===== src/rtl/core/dtt_pkg.sv =====
// Constants and types of the dirty tile tracker.
package dtt_pkg;

	localparam int TILE_PIXELS   = 32;
	localparam int MAX_TILE_COLS = 8;
	localparam int MAX_TILE_ROWS = 8;

	localparam int TILE_SHIFT = $clog2(TILE_PIXELS);
	localparam int GRID_MAX   = (MAX_TILE_COLS > MAX_TILE_ROWS) ? MAX_TILE_COLS : MAX_TILE_ROWS;
	localparam int CNT_W      = $clog2(GRID_MAX + 1);
	localparam int COL_W      = (MAX_TILE_COLS > 1) ? $clog2(MAX_TILE_COLS) : 1;
	localparam int ROW_W      = (MAX_TILE_ROWS > 1) ? $clog2(MAX_TILE_ROWS) : 1;

	localparam logic CFG_SCREEN_WIDTH  = 1'b0;
	localparam logic CFG_SCREEN_HEIGHT = 1'b1;

	localparam logic OP_MARK  = 1'b0;
	localparam logic OP_FLUSH = 1'b1;

	typedef struct packed {
		logic                     empty;
		logic [MAX_TILE_COLS-1:0] mask;
		logic [ROW_W-1:0]         y_lo;
		logic [ROW_W-1:0]         y_last;
	} span_t;

endpackage


===== src/rtl/core/dtt_ram.sv =====
// Generic single-write, single-read memory with a registered read port.
module dtt_ram #(
	parameter int WIDTH = 8,
	parameter int DEPTH = 8
) (
	input  logic                                        clk,
	input  logic                                        we,
	input  logic [((DEPTH > 1) ? $clog2(DEPTH) : 1)-1:0] waddr,
	input  logic [WIDTH-1:0]                            wdata,
	input  logic [((DEPTH > 1) ? $clog2(DEPTH) : 1)-1:0] raddr,
	output logic [WIDTH-1:0]                            rdata
);

	logic [WIDTH-1:0] mem_q [DEPTH];
	logic [WIDTH-1:0] rdata_q;

	always_ff @(posedge clk) begin
		if (we) begin
			mem_q[waddr] <= wdata;
		end
		rdata_q <= mem_q[raddr];
	end

	assign rdata = rdata_q;

endmodule


===== src/rtl/core/dtt_span.sv =====
// Turns a mark rectangle into a column mask and a clamped row range.
module dtt_span (
	input  logic signed [15:0]        rect_x,
	input  logic signed [15:0]        rect_y,
	input  logic signed [15:0]        rect_w,
	input  logic signed [15:0]        rect_h,
	input  logic [dtt_pkg::CNT_W-1:0] cols_n,
	input  logic [dtt_pkg::CNT_W-1:0] rows_n,
	output dtt_pkg::span_t            span
);
	import dtt_pkg::*;

	typedef struct packed {
		logic             empty;
		logic [CNT_W-1:0] lo;
		logic [CNT_W-1:0] last;
	} axis_t;

	function automatic axis_t axis_range(input logic signed [15:0] pos,
			input logic signed [15:0] ext, input logic [CNT_W-1:0] cnt);
		logic signed [17:0] sum;
		logic [15:0]        lo_full;
		logic [16:0]        hi_full;
		logic [CNT_W-1:0]   hi;
		axis_t              r;
		lo_full = pos[15] ? '0 : (unsigned'(pos) >> TILE_SHIFT);
		sum = 18'(pos) + 18'(ext) + 18'(TILE_PIXELS - 1);
		hi_full = (sum <= 0) ? '0 : (sum[16:0] >> TILE_SHIFT);
		hi = (hi_full > 17'(cnt)) ? cnt : hi_full[CNT_W-1:0];
		r.empty = (lo_full >= 16'(hi));
		r.lo = lo_full[CNT_W-1:0];
		r.last = hi - CNT_W'(1);
		return r;
	endfunction

	axis_t xa;
	axis_t ya;

	always_comb begin
		xa = axis_range(rect_x, rect_w, cols_n);
		ya = axis_range(rect_y, rect_h, rows_n);
		span.empty = xa.empty || ya.empty;
		for (int c = 0; c < MAX_TILE_COLS; c++) begin
			span.mask[c] = (CNT_W'(c) >= xa.lo) && (CNT_W'(c) <= xa.last);
		end
		span.y_lo = ROW_W'(ya.lo);
		span.y_last = ROW_W'(ya.last);
	end

endmodule


===== src/rtl/core/dirty_tile_tracker.sv =====
// Top level of the dirty tile tracker: control sequencer around the tile map memory.
// A mark reads and writes back each touched tile row (MREAD, MWRITE) and stays idle when
// it touches nothing; a flush reads each grid row (FREAD, FLOAD), scans its tiles in
// FSCAN and ends in FDONE, because the map is one memory row of tile bits per tile row
// and every update is a read, modify and write of one row. Results of a flush come one
// per dirty tile, each on the result ports for a single cycle with result_valid high,
// and the final one, marked by last_tile, comes in the first cycle with busy low. The
// receiver cannot stall the block. Reset clears the map at once through row valid bits,
// so no clearing pass is needed and the block takes an item right after reset.
module dirty_tile_tracker (
	input  logic               clk,
	input  logic               arst_n,
	input  logic               cfg_we,
	input  logic               cfg_index,
	input  logic [8:0]         cfg_data,
	input  logic               start,
	output logic               busy,
	input  logic               operation,
	input  logic signed [15:0] rect_x,
	input  logic signed [15:0] rect_y,
	input  logic signed [15:0] rect_w,
	input  logic signed [15:0] rect_h,
	output logic               result_valid,
	output logic [2:0]         tile_col,
	output logic [2:0]         tile_row,
	output logic [7:0]         x_start,
	output logic [8:0]         x_end,
	output logic [7:0]         y_start,
	output logic [8:0]         y_end,
	output logic               none_dirty,
	output logic               last_tile
);
	import dtt_pkg::*;

	localparam int XW = COL_W + TILE_SHIFT + 1;
	localparam int YW = ROW_W + TILE_SHIFT + 1;

	typedef enum logic [6:0] {
		S_IDLE   = 7'b0000001,
		S_MREAD  = 7'b0000010,
		S_MWRITE = 7'b0000100,
		S_FREAD  = 7'b0001000,
		S_FLOAD  = 7'b0010000,
		S_FSCAN  = 7'b0100000,
		S_FDONE  = 7'b1000000
	} state_t;

	state_t                   state_q;
	logic [8:0]               width_q;
	logic [8:0]               height_q;
	logic [ROW_W-1:0]         row_q;
	logic [COL_W-1:0]         col_q;
	span_t                    span_q;
	logic [MAX_TILE_ROWS-1:0] row_vld_q;
	logic [MAX_TILE_COLS-1:0] row_bits_q;
	logic                     pend_vld_q;
	logic [COL_W-1:0]         pend_col_q;
	logic [ROW_W-1:0]         pend_row_q;

	logic                     res_vld_q;
	logic [2:0]               tile_col_q;
	logic [2:0]               tile_row_q;
	logic [7:0]               x_start_q;
	logic [8:0]               x_end_q;
	logic [7:0]               y_start_q;
	logic [8:0]               y_end_q;
	logic                     none_q;
	logic                     last_q;

	logic [9:0]               cols_full;
	logic [9:0]               rows_full;
	logic [CNT_W-1:0]         cols_n;
	logic [CNT_W-1:0]         rows_n;
	span_t                    span;
	logic                     accept;
	logic                     ram_we;
	logic [MAX_TILE_COLS-1:0] ram_wdata;
	logic [MAX_TILE_COLS-1:0] ram_rdata;
	logic [MAX_TILE_COLS-1:0] row_cur;
	logic                     hit;
	logic                     col_end;
	logic                     row_end;

	logic                     emit;
	logic                     emit_none;
	logic                     emit_last;
	logic [COL_W-1:0]         emit_col;
	logic [ROW_W-1:0]         emit_row;
	logic [XW-2:0]            xs_full;
	logic [YW-2:0]            ys_full;
	logic [XW-1:0]            xe_full;
	logic [YW-1:0]            ye_full;
	logic [9:0]               xe_w;
	logic [9:0]               ye_w;

	assign cols_full = ({1'b0, width_q} + 10'(TILE_PIXELS - 1)) >> TILE_SHIFT;
	assign rows_full = ({1'b0, height_q} + 10'(TILE_PIXELS - 1)) >> TILE_SHIFT;
	assign cols_n = (cols_full > 10'(MAX_TILE_COLS)) ? CNT_W'(MAX_TILE_COLS)
	                                                 : cols_full[CNT_W-1:0];
	assign rows_n = (rows_full > 10'(MAX_TILE_ROWS)) ? CNT_W'(MAX_TILE_ROWS)
	                                                 : rows_full[CNT_W-1:0];

	dtt_span u_span (
		.rect_x (rect_x),
		.rect_y (rect_y),
		.rect_w (rect_w),
		.rect_h (rect_h),
		.cols_n (cols_n),
		.rows_n (rows_n),
		.span   (span)
	);

	assign row_cur = row_vld_q[row_q] ? ram_rdata : '0;
	assign ram_we = (state_q == S_MWRITE);
	assign ram_wdata = row_cur | span_q.mask;

	dtt_ram #(
		.WIDTH (MAX_TILE_COLS),
		.DEPTH (MAX_TILE_ROWS)
	) u_map (
		.clk   (clk),
		.we    (ram_we),
		.waddr (row_q),
		.wdata (ram_wdata),
		.raddr (row_q),
		.rdata (ram_rdata)
	);

	assign busy = (state_q != S_IDLE);
	assign accept = start && !busy;
	assign hit = (state_q == S_FSCAN) && row_bits_q[col_q];
	assign col_end = (CNT_W'(col_q) == cols_n - CNT_W'(1));
	assign row_end = (CNT_W'(row_q) == rows_n - CNT_W'(1));

	always_comb begin
		emit = 1'b0;
		emit_none = 1'b0;
		emit_last = 1'b0;
		emit_col = pend_col_q;
		emit_row = pend_row_q;
		if (hit && pend_vld_q) begin
			emit = 1'b1;
		end else if (state_q == S_FDONE) begin
			emit = 1'b1;
			emit_last = 1'b1;
			emit_none = !pend_vld_q;
		end
		xs_full = {emit_col, TILE_SHIFT'(0)};
		ys_full = {emit_row, TILE_SHIFT'(0)};
		xe_full = {1'b0, xs_full} + XW'(TILE_PIXELS);
		ye_full = {1'b0, ys_full} + YW'(TILE_PIXELS);
		xe_w = 10'(xe_full);
		ye_w = 10'(ye_full);
	end

	always_ff @(posedge clk or negedge arst_n) begin
		if (!arst_n) begin
			state_q <= S_IDLE;
			width_q <= 9'd256;
			height_q <= 9'd256;
			row_vld_q <= '0;
			pend_vld_q <= 1'b0;
			res_vld_q <= 1'b0;
		end else begin
			if (cfg_we) begin
				unique case (cfg_index)
					CFG_SCREEN_WIDTH: width_q <= cfg_data;
					CFG_SCREEN_HEIGHT: height_q <= cfg_data;
					default: ;
				endcase
			end
			res_vld_q <= emit;
			if (hit) begin
				pend_vld_q <= 1'b1;
			end
			unique case (state_q)
				S_IDLE: begin
					if (accept) begin
						if (operation == OP_FLUSH) begin
							pend_vld_q <= 1'b0;
							state_q <= (rows_n == '0 || cols_n == '0) ? S_FDONE : S_FREAD;
						end else if (!span.empty) begin
							state_q <= S_MREAD;
						end
					end
				end
				S_MREAD: state_q <= S_MWRITE;
				S_MWRITE: begin
					row_vld_q[row_q] <= 1'b1;
					state_q <= (row_q == span_q.y_last) ? S_IDLE : S_MREAD;
				end
				S_FREAD: state_q <= S_FLOAD;
				S_FLOAD: state_q <= S_FSCAN;
				S_FSCAN: begin
					if (col_end) begin
						state_q <= row_end ? S_FDONE : S_FREAD;
					end
				end
				S_FDONE: begin
					row_vld_q <= '0;
					pend_vld_q <= 1'b0;
					state_q <= S_IDLE;
				end
				default: state_q <= S_IDLE;
			endcase
		end
	end

	always_ff @(posedge clk) begin
		if (accept) begin
			span_q <= span;
			row_q <= (operation == OP_FLUSH) ? '0 : span.y_lo;
		end
		if (state_q == S_MWRITE || (state_q == S_FSCAN && col_end)) begin
			row_q <= row_q + ROW_W'(1);
		end
		if (state_q == S_FLOAD) begin
			row_bits_q <= row_cur;
			col_q <= '0;
		end
		if (state_q == S_FSCAN) begin
			col_q <= col_q + COL_W'(1);
		end
		if (hit) begin
			pend_col_q <= col_q;
			pend_row_q <= row_q;
		end
		if (emit) begin
			none_q <= emit_none;
			last_q <= emit_last;
			if (emit_none) begin
				tile_col_q <= '0;
				tile_row_q <= '0;
				x_start_q <= '0;
				x_end_q <= '0;
				y_start_q <= '0;
				y_end_q <= '0;
			end else begin
				tile_col_q <= 3'(emit_col);
				tile_row_q <= 3'(emit_row);
				x_start_q <= 8'(xs_full);
				y_start_q <= 8'(ys_full);
				x_end_q <= (xe_w > {1'b0, width_q}) ? width_q : 9'(xe_w);
				y_end_q <= (ye_w > {1'b0, height_q}) ? height_q : 9'(ye_w);
			end
		end
	end

	assign result_valid = res_vld_q;
	assign tile_col = tile_col_q;
	assign tile_row = tile_row_q;
	assign x_start = x_start_q;
	assign x_end = x_end_q;
	assign y_start = y_start_q;
	assign y_end = y_end_q;
	assign none_dirty = none_q;
	assign last_tile = last_q;

endmodule


===== config.mk =====
export PLATFORM = sky130hd
export DESIGN_NAME = dirty_tile_tracker
export DESIGN_NICKNAME = d
export VERILOG_FILES = /design/src/rtl/core/dtt_pkg.sv /design/src/rtl/core/dtt_ram.sv /design/src/rtl/core/dtt_span.sv /design/src/rtl/core/dirty_tile_tracker.sv
export SDC_FILE = /design/constraint.sdc
export NUM_CORES = 1
export LEC_CHECK = 0
export BUFFER_PORTS_ARGS = -buffer_cell sky130_fd_sc_hd__buf_2
export CAP_MARGIN = 20
export CORE_ASPECT_RATIO = 2
export CORE_MARGIN = 5
export CORE_UTILIZATION = 54
export DETAILED_ROUTE_END_ITERATION = 6
export PLACE_DENSITY_LB_ADDON = 0.05
export SLEW_MARGIN = 20
export SYNTH_ARGS = -nofsm -noshare
export SYNTH_HDL_FRONTEND = slang
export SYNTH_HIERARCHICAL = 1
export SYNTH_SLANG_ARGS = --single-unit

===== constraint.sdc =====
create_clock -name clk -period 4.6 [get_ports clk]
set_clock_uncertainty 0.05 [all_clocks]
set_input_delay 0.23 -clock clk [delete_from_list [all_inputs] [get_ports clk]]
set_output_delay 0.23 -clock clk [all_outputs]
set_load 0.05 [all_outputs]

==> impl_metrics.tcl, run 1 <==
set metrics [dict create \
    status "complete, but fails checks" \
    violations "setup timing" \
    syn_area_sq_um 10300 \
    synth_seq_cells 164 \
    core_area_sq_um 18800 \
    timing.final.ws_setup_ps -428 \
    grt_max_degree 36 \
    rows 71 \
    die_x_microns 108 \
    drt-total-wl_microns 24300 \
    p_per_area_nw_per_um2 415 \
    syn_to_final_growth_pct 28.5 \
    path_max_fanout 3 \
    firstDrtPassIters 4 \
    async_flop_share_pct 21.3 \
    grt_usage_pct 22.8 \
    critPathMaxStageDelay_ps 320 \
    drive_above_1_share_pct 35.3 \
    hp-start "cfg_data[6]" \
    drt_iter0_markers 315 \
    syn_area_per_cell_sq_um 11.4 \
    ys.flop_type "edfxtp_1" \
    critPathArrivalTime_ps 5330 \
    ys.warnings.count 6 \
    min_path_type "primary input to register" \
    ant_nets 0 \
    routedWlPerCell_microns 16.8 \
    htreeDepth 4 \
    post-route-util_pct 70.4 \
    tritoncts "done" \
    relSlewSlack_pct 34.0 \
    start_kind "primary input" \
    vdd_drop_max_uv 292 \
    fmax_mhz 199 \
    slowest_stage "fa_2" \
    fin_nets 1359 \
    final_cell_area_sq_um 13300 \
    dp_hpwl_microns 19100 \
    io_pins 123 \
    antennaDiodeCount 0 \
    gp_congestion 0.928 \
    synth-edff-count 121 \
    grt_pass1_vias 8333 \
    dr_total_vias 7950 \
    tightest_slew_ps 987 \
    dieArea_sq_um 22100 \
    fin_crit_sh_pct 109 \
    clock_sinks 164 \
    numPortBuffers 112 \
    power.leakage_uw 0.00586 \
    tns_ps -1550 \
    syn-instance-count 908 \
    postPlaceCellArea_sq_um 12200 \
    clk_pin_slew_ps 60 \
    setup.worst_path.end_class "register" \
    grt-ovfl-total 0 \
    power_uw 5500 \
    clock-root-buffer "clkbuf_16" \
    rsz0062_at_grt "yes" \
    seq_area_frac_synth_pct 45.3 \
    yosys.area.top_type "edfxtp_1" \
    hold_violations 0 \
    fp.dieH_microns 206 \
    start_util_pct 54.8 \
    cts_buffer_depth 2 \
    finalMaxSlewViolations 0 \
    setup_viol 4 \
    clk_latency_ps 430 \
    period_minus_slack_ps 5030 \
    drc 0 \
    synth_area_leaders "edfxtp_1 (35%), ha_1 (12%), dfrtp_1 (7.8%)" \
    cap_violations 0 \
    required_ps 4900 \
    critPathLaunch "rect_y[1]" \
    path_class "primary input to register" \
    synthDistinctLibCells 88 \
    fillCellCount 1485 \
    antenna_found_initial 0 \
    via_per_inst 5.48 \
    cts_buffers 17 \
    r2r-start "height_q[4]" \
    grt_pass1_wl_microns 38800 \
    synth_top_area_share_pct 35.2 \
]
-- state kept, by name, indices dropped and copies added (netlist names), 7 cells and up --
signal,cells
row_vld_q,8
u_map/mem_q,64
width_q,9
span_q,11
u_map/rdata,8
x_end,9
y_end,9
height_q,9
row_bits_q,8
state_q,7
-- cell type report --
class / instances / area [sq um] / area share (%)
multi-input cells: 639 / 5480 / 41.3
flip-flops and latches: 164 / 4670 / 35.2
repair buffers: 279 / 1870 / 14.1
clock buffers: 21 / 450 / 3.40
inverters: 81 / 327 / 2.46
well taps: 255 / 319 / 2.40
clock inverters: 11 / 148 / 1.11
-- timing repair --
item | CTS | global route
pin swaps | 24 | 41
gates resized for setup | 14 | 39
hold buffers | 4 | 0
endpoints found under the setup margin | 5 | 12
hold endpoints to repair | 35 | 0
setup buffers | 16 | 11
gates cloned | 0 | 0
-- cell usage after synthesis (4+ instances only) --
library cell and number:
a211o_1 6, a211oi_1 9, a21o_1 11, a21oi_1 43, a31oi_1 10, and2_1 23
and3_1 7, buf_4 16, clkbuf_1 11, dfrtp_1 32, dfxtp_1 8, edfxtp_1 121
ha_1 96, inv_1 78, mux2_2 25, mux2i_1 16, mux4_1 15, mux4_2 5
nand2_1 38, nand2b_1 14, nand3_1 14, nand4_1 10, nor2_1 70, nor2b_1 25
nor3_1 17, nor4_1 5, o211ai_1 10, o21a_1 10, o21ai_0 24, o31ai_1 4
or2_1 10, or2_2 5, or3_1 7, xnor2_1 14, xor2_1 12
-- where the power goes --
part	switching, uW	internal [uW]	leakage [uW]
registers	111	1860	0.00162
clock network	567	872	0.000293
logic	1090	1000	0.00395
-- path summary, 6_finish.rpt --
check | endpoint | slack, ps | depth (start not counted)
hold reg to reg | row_vld_q[4] | 440 | 2
min in group asynchronous | height_q[5] | 400 | 2
max in group asynchronous | row_vld_q[3] | 3580 | 2
hold / removal | width_q[6] | 10 | 3
setup / recovery | state_q[3] | -430 | 37
setup reg to reg | state_q[3] | -100 | 28
-- critical path, delay by kind of cell --
| family | cells | cell delay (ps) |
|---|---|---|
| multiplexers | 1 | 320 |
| buffers and inverters | 4 | 230 |
| AND/OR/NAND/NOR | 10 | 970 |
| adder cells (fa/ha/maj) | 5 | 1100 |
| AO/OA/AOI/OAI | 17 | 2490 |
-- stage by stage --
stage / setup slack [ps] / instances / hold WS, ps
after floorplan: -753 / 917 / -116
after CTS: -349 / 1440 / 2.15
after detailed placement: -1120 / 1389 / 321
final: -428 / 1450 / 10.9
after global placement: -923 / 1389 / 313
after global routing: -741 / 1450 / 10.4
-- metal layers --
layer  vias to the layer above  GRT usage, %  part of all wire, %
met3                        71          3.55                  3.1
met5                         -             0                    0
met4                         0          13.1                  5.2
met1                      3794          21.0                   34
li1                       3893             -                    -
met2                       192          45.1                   58
-- cell usage in the layout, fill, tap and decap left out, drive strengths merged, types with 4 or more instances in the layout --
cell type / count
clkbuf: 21
buf: 275
conb: 10
nand4: 10
edfxtp: 121
or3: 7
mux4: 20
nor3b: 4
o211ai: 10
xor2: 12
a31oi: 11
o21ai: 28
and3: 8
dfxtp: 8
a211o: 6
nor3: 19
a211oi: 11
inv: 85
mux2: 27
dlygate4sd3: 4
a21o: 12
ha: 96
nand2b: 14
xnor2: 14
nor2b: 25
o21a: 10
mux2i: 16
o31ai: 4
dfrtp: 32
nor2: 70
nand3: 14
or4: 4
or2: 15
and2: 24
nor4: 6
a221oi: 4
a21oi: 45
nand2: 38
-- cell families (layout without fill, tap and decap cells) --
family,Yosys count,after routing,synth area share [%]
buffers and inverters,114,392,5.05
AOI/OAI and AO/OA,170,170,11.5
xor gates and xnor gates,26,26,2.21
and+or+nand+nor,272,272,14.5
muxes,63,63,9.48
DFF,164,164,45.3
adders and majority gates,98,98,12.0
other,1,10,0.0363
Power figures use the tool's default switching activity.
==> run 2: changes to the inputs <==
--- a/config.mk
+++ b/config.mk
@@ -15,5 +15,4 @@
 export SLEW_MARGIN = 20
 export SYNTH_ARGS = -nofsm -noshare
 export SYNTH_HDL_FRONTEND = slang
-export SYNTH_HIERARCHICAL = 1
 export SYNTH_SLANG_ARGS = --single-unit
==> impl_metrics.tcl, run 2 <==
set metrics [dict create \
    status "complete, but fails checks" \
    violations "setup timing" \
    reg2reg_slack_ps 340 \
    cts_buffers 17 \
    path_class "primary input to register" \
    die_x_microns 108 \
    power.leakage_uw 0.00582 \
    slowest_stage "or3_4" \
    drc 0 \
    period_minus_slack_ps 4770 \
    core_area_sq_um 18700 \
    dp_hpwl_microns 19700 \
    fin_nets 1401 \
    rsz0062_at_grt "yes" \
    grt_pass1_wl_microns 40400 \
    ant_nets 0 \
    grt_usage_pct 23.6 \
    setup_viol 4 \
    gp_congestion 0.915 \
    reg_top3 "u_map.mem_q: 64 flops, span_q: 11 flops" \
    fmax_mhz 209 \
    start_util_pct 54.9 \
    crit_buf_inv 12 \
    antennaDiodeCount 0 \
    synth_most_common_cell "edfxtp_1" \
    ys_top_cells_by_count "edfxtp_1 (121), nor2_1 (106), ha_1 (98), inv_1 (86), nand2_1 (69)" \
    crit_top_cell "buf_4" \
    drt-total-wl_microns 25200 \
    postPlaceCellArea_sq_um 12100 \
    tightest_slew_ps 1110 \
    clock_sinks 164 \
    via_per_inst 5.44 \
    syn_area_sq_um 10300 \
    largest_register_ffs 64 \
    cts_buffer_depth 2 \
    dieArea_sq_um 22100 \
    tritoncts "done" \
    antenna_found_initial 1 \
    yosys.area.top_type "edfxtp_1" \
    async_flop_share_pct 21.3 \
    drive_above_1_share_pct 33.2 \
    fin_crit_sh_pct 104 \
    post-route-util_pct 70.0 \
    required_ps 4900 \
    dr_total_vias 8109 \
    clk_latency_ps 420 \
    synth_top_area_share_pct 35.3 \
    finalMaxSlewViolations 0 \
    htreeDepth 4 \
    clock-root-buffer "clkbuf_16" \
    synthDistinctLibCells 88 \
    hold_violations 0 \
    relSlewSlack_pct 25.6 \
    start_kind "primary input" \
    grt_pass1_vias 8415 \
    timing.final.ws_setup_ps -174 \
    path_max_fanout 3 \
    p_per_area_nw_per_um2 418 \
    firstDrtPassIters 4 \
    rows 71 \
    final_cell_area_sq_um 13100 \
    syn_area_per_cell_sq_um 10.6 \
    clk_pin_slew_ps 60 \
    syn-instance-count 966 \
    crit_family "compound AO/OA/AOI/OAI gates" \
    numPortBuffers 112 \
    dp.cells 1429 \
    vdd_drop_max_uv 301 \
    fin_cells 1490 \
    drt_iter0_markers 322 \
    critPathMaxStageDelay_ps 390 \
    mostFrequentLayoutCell "buf_4" \
    grt_max_degree 36 \
    min_path_type "primary input to register" \
    critPathArrivalTime_ps 5070 \
    ys.warnings.count 0 \
    ys.flop_type "edfxtp_1" \
    setup.worst_path.end_class "register" \
    routedWlPerCell_microns 16.9 \
    syn_to_final_growth_pct 27.7 \
    fp.dieH_microns 205 \
    io_pins 123 \
    layout_common_cells "buf_4 (145), edfxtp_1 (121), buf_2 (110)" \
    seq_area_frac_synth_pct 45.4 \
    synth-edff-count 121 \
    grt-ovfl-total 0 \
    synth_area_leaders "edfxtp_1 (35%), ha_1 (12%), dfrtp_1 (7.8%)" \
    cap_violations 0 \
    synth_seq_cells 164 \
    regMostFlops "u_map.mem_q" \
]
-- run 2: changes by cell type in the layout (fill, tap and decap cells not counted), sizes merged, moves of 7 or more --
| cell | delta |
|---|---|
| mux4 | -8 |
| o21a | -7 |
| nand2 | +32 |
| buf | -18 |
| nor2 | +36 |
| xnor2 | +9 |
-- run 2: through the flow --
stage | total power [uW] | worst slack (ps) | hold slack, ps | setup TNS (ps)
final | 5490 | -174 | 24.2 | -623
after floorplan | 3120 | -123 | -116 | -432
after global routing | 5770 | -467 | 14.2 | -1820
after detailed placement | 3770 | -755 | 324 | -4380
after global placement | 3740 | -516 | 315 | -2840
after CTS | 5450 | -62.1 | 10.5 | -111
-- run 2: final timing paths --
check / startpoint / end / cells after the start
max: rect_y[3] / state_q[6] / 32
min: cfg_data[3] / height_q[3] / 2
max reg2reg: height_q[5] / state_q[6] / 24
min reg2reg: row_vld_q[7] / row_vld_q[7] / 2
max in group asynchronous: arst_n / row_vld_q[4] / 2
min in group asynchronous: arst_n / height_q[7] / 2
-- run 2: final cells by class --
type / count / area [sq um]
clock buffers: 20 / 447
clock inverters: 12 / 229
fillers: 1489 / 5620
inverters: 88 / 345
multi-input cells: 689 / 5400
flip-flops and latches: 164 / 4670
well taps: 255 / 319
repair buffers: 262 / 1720
-- run 2: cell families after synthesis --
logic type | Yosys count | share of synthesized area (%)
other | 1 | 0.0365
buffers and inverters | 122 | 5.05
AO/OA/AOI/OAI | 184 | 12.8
adder cells (fa/ha/maj) | 100 | 12.3
AND/OR/NAND/NOR | 311 | 14.7
XOR/XNOR | 31 | 2.71
multiplexers | 53 | 6.91
flip-flops | 164 | 45.4
-- run 2: layer usage --
layer | vias up | GRT usage [%] | wire length, microns
li1 | 3993 | - | -
met1 | 3851 | 23.0 | 8620
met2 | 194 | 46.4 | 14400
met3 | 69 | 3.56 | 906
met4 | 2 | 12.0 | 1240
met5 | - | 0 | 13
-- run 2: what timing repair did --
item	4_1_cts	5_1_grt
resized for setup	15	17
setup buffers	24	0
endpoints found under the hold margin	37	0
pin swaps	26	20
hold buffers	5	0
setup endpoints to repair	4	11
-- run 2: power breakdown --
group | internal, uW | switching (uW)
sequential | 1810 | 106
combinational | 924 | 1050
clock | 1030 | 567
==> run 3: changes to the inputs <==
--- a/config.mk
+++ b/config.mk
@@ -9,9 +9,10 @@
 export CAP_MARGIN = 20
 export CORE_ASPECT_RATIO = 2
 export CORE_MARGIN = 5
-export CORE_UTILIZATION = 54
+export CORE_UTILIZATION = 30
 export DETAILED_ROUTE_END_ITERATION = 6
 export PLACE_DENSITY_LB_ADDON = 0.05
+export SKIP_LAST_GASP = 1
 export SLEW_MARGIN = 20
 export SYNTH_ARGS = -nofsm -noshare
 export SYNTH_HDL_FRONTEND = slang
==> impl_metrics.tcl, run 3 (synthesized netlist as in run 2, its figures left out) <==
set metrics [dict create \
    hold_violations 0 \
    path_class "primary input to register" \
    routedWlPerCell_microns 17.5 \
    gp_congestion 0.837 \
    met3_length_microns 852 \
    vdd_drop_max_uv 252 \
    required_ps 4910 \
    cts_buffers 17 \
    numPortBuffers 112 \
    dp.cells 1648 \
    final_cell_area_sq_um 13800 \
    clock_sinks 164 \
    r2r_end "state_q[3]" \
    finalMaxSlewViolations 0 \
    critPathArrivalTime_ps 4900 \
    setup.worst_path.end_class "register" \
    wl_met2_microns 17400 \
    via_per_inst 4.74 \
    firstDrtPassIters 4 \
    min_path_cells 3 \
    crit_top_cell "a21oi_2" \
    critPathMaxStageDelay_ps 350 \
    p_per_area_nw_per_um2 397 \
    start_util_pct 30.1 \
    grt_pass1_vias 8692 \
    hold_end "width_q[5]" \
    relSlewSlack_pct 22.9 \
    largest_register_ffs 64 \
    min_path_type "primary input to register" \
    fillCellCount 3388 \
    dr_total_vias 8118 \
    r2r_cells 24 \
    slowest_stage "or3_4" \
    met1_length_microns 10100 \
    status "finished, final reports clean" \
    layout_common_cells "buf_4 (175), edfxtp_1 (121), buf_2 (108)" \
    grt_max_degree 36 \
    dieArea_sq_um 38300 \
    tritoncts "done" \
    mostFrequentLayoutCell "buf_4" \
    cap_violations 0 \
    path_max_fanout 4 \
    dp_hpwl_microns 24200 \
    start_kind "primary input" \
    fin_crit_sh_pct 99.8 \
    drive_above_1_share_pct 37.3 \
    clk_pin_slew_ps 60 \
    antenna_found_initial 2 \
    r2r-start "height_q[5]" \
    grt_usage_pct 15.9 \
    period_minus_slack_ps 4590 \
    core_area_sq_um 34100 \
    ant_nets 0 \
    fin_nets 1434 \
    fin_cells 1711 \
    cts_buffer_depth 2 \
    io_pins 123 \
    postPlaceCellArea_sq_um 12600 \
    grt_pass1_wl_microns 46900 \
    regMostFlops "u_map.mem_q" \
    rows 96 \
    fmax_mhz 218 \
    reg_top3 "u_map.mem_q: 64 flops, span_q: 11 flops" \
    drt-total-wl_microns 29900 \
    rsz0062_at_grt "yes" \
    tightest_slew_ps 1150 \
    fp.dieH_microns 272 \
    reg2reg_slack_ps 380 \
    syn_to_final_growth_pct 34.4 \
    clock-root-buffer "clkbuf_16" \
    clk_latency_ps 430 \
    die_x_microns 141 \
    htreeDepth 4 \
    grt-ovfl-total 0 \
    drc 0 \
    hp-start "cfg_data[5]" \
    tns_ps 0 \
    drt_iter0_markers 215 \
    setup_viol 0 \
    top_layer "met4" \
    power.leakage_uw 0.00597 \
]
==> run 3: changes by cell type in the layout (fill, tap and decap cells not counted), sizes merged <==
cell | previous run | this run
buf | 257 | 291
bufinv | 6 | 2
clkinv | 3 | 5
diode | 0 | 2
clkinvlp | 3 | 4
dlygate4sd3 | 5 | 4
inv | 88 | 89
==> run 3: worst max-delay path by stage <==
| stage | depth (start not counted) | end | from | slack (ps) |
|---|---|---|---|---|
| 2_1_floorplan | 32 | state_q[1] | rect_h[1] | -120 |
| 3_3_place_gp | 35 | state_q[3] | rect_h[1] | -670 |
| 3_5_place_dp | 35 | state_q[3] | rect_h[1] | -740 |
| 4_1_cts | 34 | state_q[3] | rect_h[1] | -80 |
| 5_1_grt | 35 | state_q[3] | rect_h[1] | -310 |
| 6_report | 33 | state_q[3] | rect_h[1] | 10 |
==> run 3: area by class of cell <==
cell class | instances | area (sq um) | share of cell area [%]
tap | 441 | 552 | 3.99
multi-input combinational | 689 | 5670 | 41.0
inverter | 88 | 348 | 2.52
sequential | 164 | 4670 | 33.8
clock buffer | 20 | 447 | 3.23
antenna | 2 | 5.00 | 0.0362
timing repair buffer | 295 | 1990 | 14.4
clock inverter | 12 | 131 | 0.951
==> run 3: report_power, final <==
group | switching, uW | internal (uW) | total (uW)
Clock | 577 | 813 | 1390
Sequential | 90.2 | 1810 | 1900
Combinational | 1170 | 1040 | 2200
==> run 3: layer usage <==
metal  vias to the layer above  GRT usage, %
li1                       4061             -
met1                      3857          14.9
met2                       144          32.0
met3                        56          2.44
met4                         0          8.37
met5                         -             0
==> run 3: critical path, delay by kind of cell <==
kind / cells / cell delay (ps)
AO/OA/AOI/OAI: 14 / 1700
adder cells (fa/ha/maj): 5 / 1200
buffers and inverters: 4 / 210
multiplexers: 1 / 290
AND/OR/NAND/NOR: 9 / 1270
==> run 3: through the flow <==
| stage | utilization (%) | hold WS [ps] | power (uW) | worst slack (ps) |
|---|---|---|---|---|
| 3_5_place_dp | 36.8 | 346 | 3910 | -735 |
| 3_3_place_gp | 36.8 | 346 | 3910 | -671 |
| 4_1_cts | 39.5 | 5.05 | 5420 | -80.3 |
| 2_1_floorplan | - | -116 | 3120 | -123 |
| 5_1_grt | 40.5 | 3.57 | 5830 | -311 |
| 6_report | 40.5 | 14.0 | 5490 | 10.4 |
==> run 3: repair_timing <==
item,in CTS,in global routing
buffers inserted,22,7
endpoints found under the hold margin,36,0
pin swaps,29,45
hold buffers,4,0
gates resized for setup,24,53
endpoints found under the setup margin,6,11
